--- config.mk ---
export PLATFORM = sky130hd
export DESIGN_NAME = rc4_ram
export DESIGN_NICKNAME = d
export VERILOG_FILES = /design/src/hw/rtl/rc4_ram.sv
export SDC_FILE = /design/constraint.sdc
export NUM_CORES = 2
export LEC_CHECK = 0
export BUFFER_PORTS_ARGS = -buffer_cell sky130_fd_sc_hd__buf_2
export CAP_MARGIN = 25
export CORE_ASPECT_RATIO = 0.9
export CORE_MARGIN = 5
export CORE_UTILIZATION = 30
export DETAILED_ROUTE_END_ITERATION = 12
export SYNTH_ARGS = -nofsm -noshare
export SYNTH_HDL_FRONTEND = slang
export SYNTH_SLANG_ARGS = --single-unit
--- constraint.sdc ---
create_clock -name clk -period 3.1 [get_ports clk]
set_input_delay 0 -clock clk [delete_from_list [all_inputs] [get_ports clk]]
set_output_delay 0 -clock clk [all_outputs]
set_load 0.005 [all_outputs]
--- src/hw/rtl/rc4_ram.sv ---
// ----------------------------------------------------------------------------
// RC4 generic RAM
// One write port, one read port, registered read data (old data on a
// same-address read and write).
// ----------------------------------------------------------------------------
`default_nettype none

module rc4_ram #(
  parameter  int WIDTH = 8,
  parameter  int DEPTH = 256,
  localparam int AW    = (DEPTH > 1) ? $clog2(DEPTH) : 1
) (
  input  wire logic             clk,
  input  wire logic             we,
  input  wire logic [AW-1:0]    waddr,
  input  wire logic [WIDTH-1:0] wdata,
  input  wire logic [AW-1:0]    raddr,
  output logic      [WIDTH-1:0] rdata
);

  logic [WIDTH-1:0] mem [DEPTH];

  always_ff @(posedge clk) begin
    if (we) begin
      mem[waddr] <= wdata;
    end
    rdata <= mem[raddr];
  end

endmodule

`default_nettype wire

==> reports/qor.txt <==
Register-to-Register Setup Slack: 0.20 ns
Fin. Hold Viols: 0
Cells after DPL: 7479
worst-case vdd ir drop: 0.000501 V
htree depth: 4
CP arrival: 3.55 ns
net switching fraction of the power: 21.5%
Syn-to-layout area delta: 16.9%
Routed WL: 204000 um
MaxCap Viol Count: 0
sequential area share after synthesis: 77.5%
most frequent cells in the layout: edfxtp_1, mux4_2, buf_4
clock network fraction of total power: 41.4%
Setup Skew: 0.0331 ns
Synth top area share: 77.3%
Design Power: 0.0574 W
Worst-Skew Late Latency: 0.82 ns
synthesis-stage register bit count: 2056
Sink Count: 2056
clock root buffer: clkbuf_16
I/O pins: 34
Overall Global Routing Usage: 14.5%
Max Buffers Root-to-Sink: 3
IO buf count: 33
worst rel slew slack: 24.6%
post-synthesis area per instance: 21.3 um2
GRT overflow: 0
Via Count: 39.9k
fin crit share: 93.5%
worst hold path class: input pin to register
status: finished, final reports clean
Rows: 179
first-pass GRT wire length: 295000 um
fill count: 24.2k
Worst R2R End: rdata[1]
Pre-antenna DRT Iters: 7
final std cells w/o fill: 7864
Residual DRC: 0
Comb pwr share: 5.1%
Top FF cell, synth: edfxtp_1
clk slew on worst S/H paths: 0.07 ns
Synth Instances: 3733
Horiz. Die Dim: 553 um
fraction of registers with async set/reset: 0%
vias in the first global route: 40.1k
startpoint types: register
CP Capture Type: register
worst reg2reg path depth: 7
Yosys top cell by area: edfxtp_1
CP Cell Sequence: mux4_1 -> mux4_2 -> nor2_1 -> a2111oi_1 -> buf_4 -> nor3_1 -> nor4_1
Net Switching: 0.0123 W
hold path cells: 4
RSZ-0062 raised after global routing: false
fin crit period: 2.90 ns
Worst Path Required: 3.75 ns
R2R Path Start: mem[129][1]
Critical Path Slowest Stage Cell: nor3_1
share of layout cells above drive strength 1: 27.4%
Internal: 0.0451 W
CP Class: register to register
most common cell after layout, fill and taps aside: edfxtp_1
top cells by area, synth: edfxtp_1, mux4_2, mux2i_1
Post-synth EDFFs: 2048
PwrDens: 617 nW/um2
fin. max-slew vios: 0
Synthesis Warnings: 0
largest net degree at the start of global routing: 133
f_max: 345 MHz
syn_nets: 3759
vias per inst: 5.07
initial drt markers: 4863
Starting Density: 30.1%
number of library cell types mapped by synthesis: 55
drt wl/cell: 26.0 um
Final ANT Viol Nets: 0
Max stage delay on crit path: 0.82 ns
clock buffer count from CTS: 197
Die ar.: 276000 um2
worst setup path end: rdata[1]
Post-DP HPWL: 127000 um
sequential share of power: 53.5%
CTS tree: yes
endpoints failing setup: 0
postcts setup bufs: 0
Synth Cell Area: 79600 um2
Tightest Pin Transition: 1.13 ns
Core Area: 264000 um2
critical path launch point: mem[129][1]
RD Place Congestion: 0.816
Die H: 499 um
CP Max Fanout: 1
Leak: 28.9 nW
nets@finish: 4193
initial antenna violation count: 17
## critical path: cells and delay by family (launching register included)
| kind | cells | cell delay, ns |
|---|---|---|
| muxes | 2 | 1.09 |
| DFF | 1 | 0.36 |
| AOI/OAI and AO/OA | 1 | 0.06 |
| and+or+nand+nor | 3 | 1.07 |
| buffers and inverters | 1 | 0.15 |
## layout make-up
cell class / count / area [um2] / share of cell area, %
flip-flops and latches: 2056 / 61700 / 66.3
multi-input cells: 1442 / 16500 / 17.7
clock buffers: 244 / 5170 / 5.56
well taps: 3529 / 4420 / 4.75
repair buffers: 468 / 4060 / 4.36
clock inverters: 118 / 1160 / 1.24
diodes: 5 / 12.5 / 0.0135
inverters: 2 / 7.51 / 0.00808
## how the worst min path moves through the flow
| stage | from | endpoint | slack [ns] |
|---|---|---|---|
| floorplan | wdata[0] | mem[0][0] | 0.1 |
| global placement | wdata[4] | mem[227][4] | 0.45 |
| detailed placement | wdata[4] | mem[226][4] | 0.46 |
| CTS | we | mem[164][1] | 0.08 |
| global route | we | mem[164][5] | 0.15 |
| finish | we | mem[164][1] | 0.16 |
## state kept, by name, indices dropped and copies added (netlist names)
name   flops
mem     2048
rdata      8
## layer usage
metal / vias to the layer above / track usage (%) / wire length [um]
met5: - / 0 / 27
met4: 4 / 4.19 / 5980
met3: 317 / 3.97 / 18900
met2: 1761 / 22.0 / 93200
met1: 21200 / 20.5 / 86000
li1: 16600 / - / -
## synthesized netlist by cell type, types with 8 or more instances
| cell | count |
|---|---|
| buf_1 | 22 |
| o22ai_1 | 28 |
| buf_8 | 13 |
| nand2b_1 | 8 |
| nand4_1 | 10 |
| a221oi_1 | 13 |
| nor2_1 | 282 |
| dfxtp_1 | 8 |
| a211oi_1 | 16 |
| o21ai_0 | 10 |
| nor4_1 | 24 |
| a21oi_1 | 96 |
| nand3_1 | 34 |
| o221ai_1 | 46 |
| clkbuf_1 | 111 |
| a22o_1 | 8 |
| buf_6 | 21 |
| a22oi_1 | 133 |
| buf_4 | 27 |
| mux2i_1 | 134 |
| nor2b_1 | 31 |
| nand2_1 | 33 |
| buf_12 | 8 |
| mux4_2 | 454 |
| buf_2 | 31 |
| nor3_1 | 22 |
| o211ai_1 | 10 |
| edfxtp_1 | 2048 |
## metrics by stage
stage | instance area (um2) | TNS [ns] | util (%) | setup WS [ns] | hold WS [ns]
after floorplan | 79600 | 0 | - | 1.16 | 0.0989
after global placement | 86400 | -0.141 | 32.7 | -0.0636 | 0.446
after detailed placement | 86400 | -0.228 | 32.7 | -0.141 | 0.463
after CTS | 93000 | 0 | 35.2 | 0.291 | 0.0795
after global routing | 93000 | 0 | 35.2 | 0.146 | 0.148
final | 93000 | 0 | 35.2 | 0.203 | 0.157
## cell families (layout without fill, tap and decap cells)
group	after synthesis	in the layout	share of synthesized area (%)
AO/OA/AOI/OAI	385	385	3.42
buffers and inverters	235	832	1.83
flip-flops	2056	2056	77.5
multiplexers	591	591	14.6
other	0	5	0
AND/OR/NAND/NOR	466	466	2.63
## power groups by stage
stage | Combinational, W | Clock (W) | Sequential, W
global placement | 0.00290 | 0 | 0.0313
global route | 0.00311 | 0.0254 | 0.0307
detailed placement | 0.00293 | 0 | 0.0313
CTS | 0.00296 | 0.0242 | 0.0307
finish | 0.00294 | 0.0237 | 0.0307
floorplan | 0.00149 | 0 | 0.0313
## timing repair
action | CTS | global route
hold buffers | 18 | 0
endpoints found under the hold margin | 1468 | 0
gates resized for setup | 0 | 0
(Power assumes the default switching activity.)
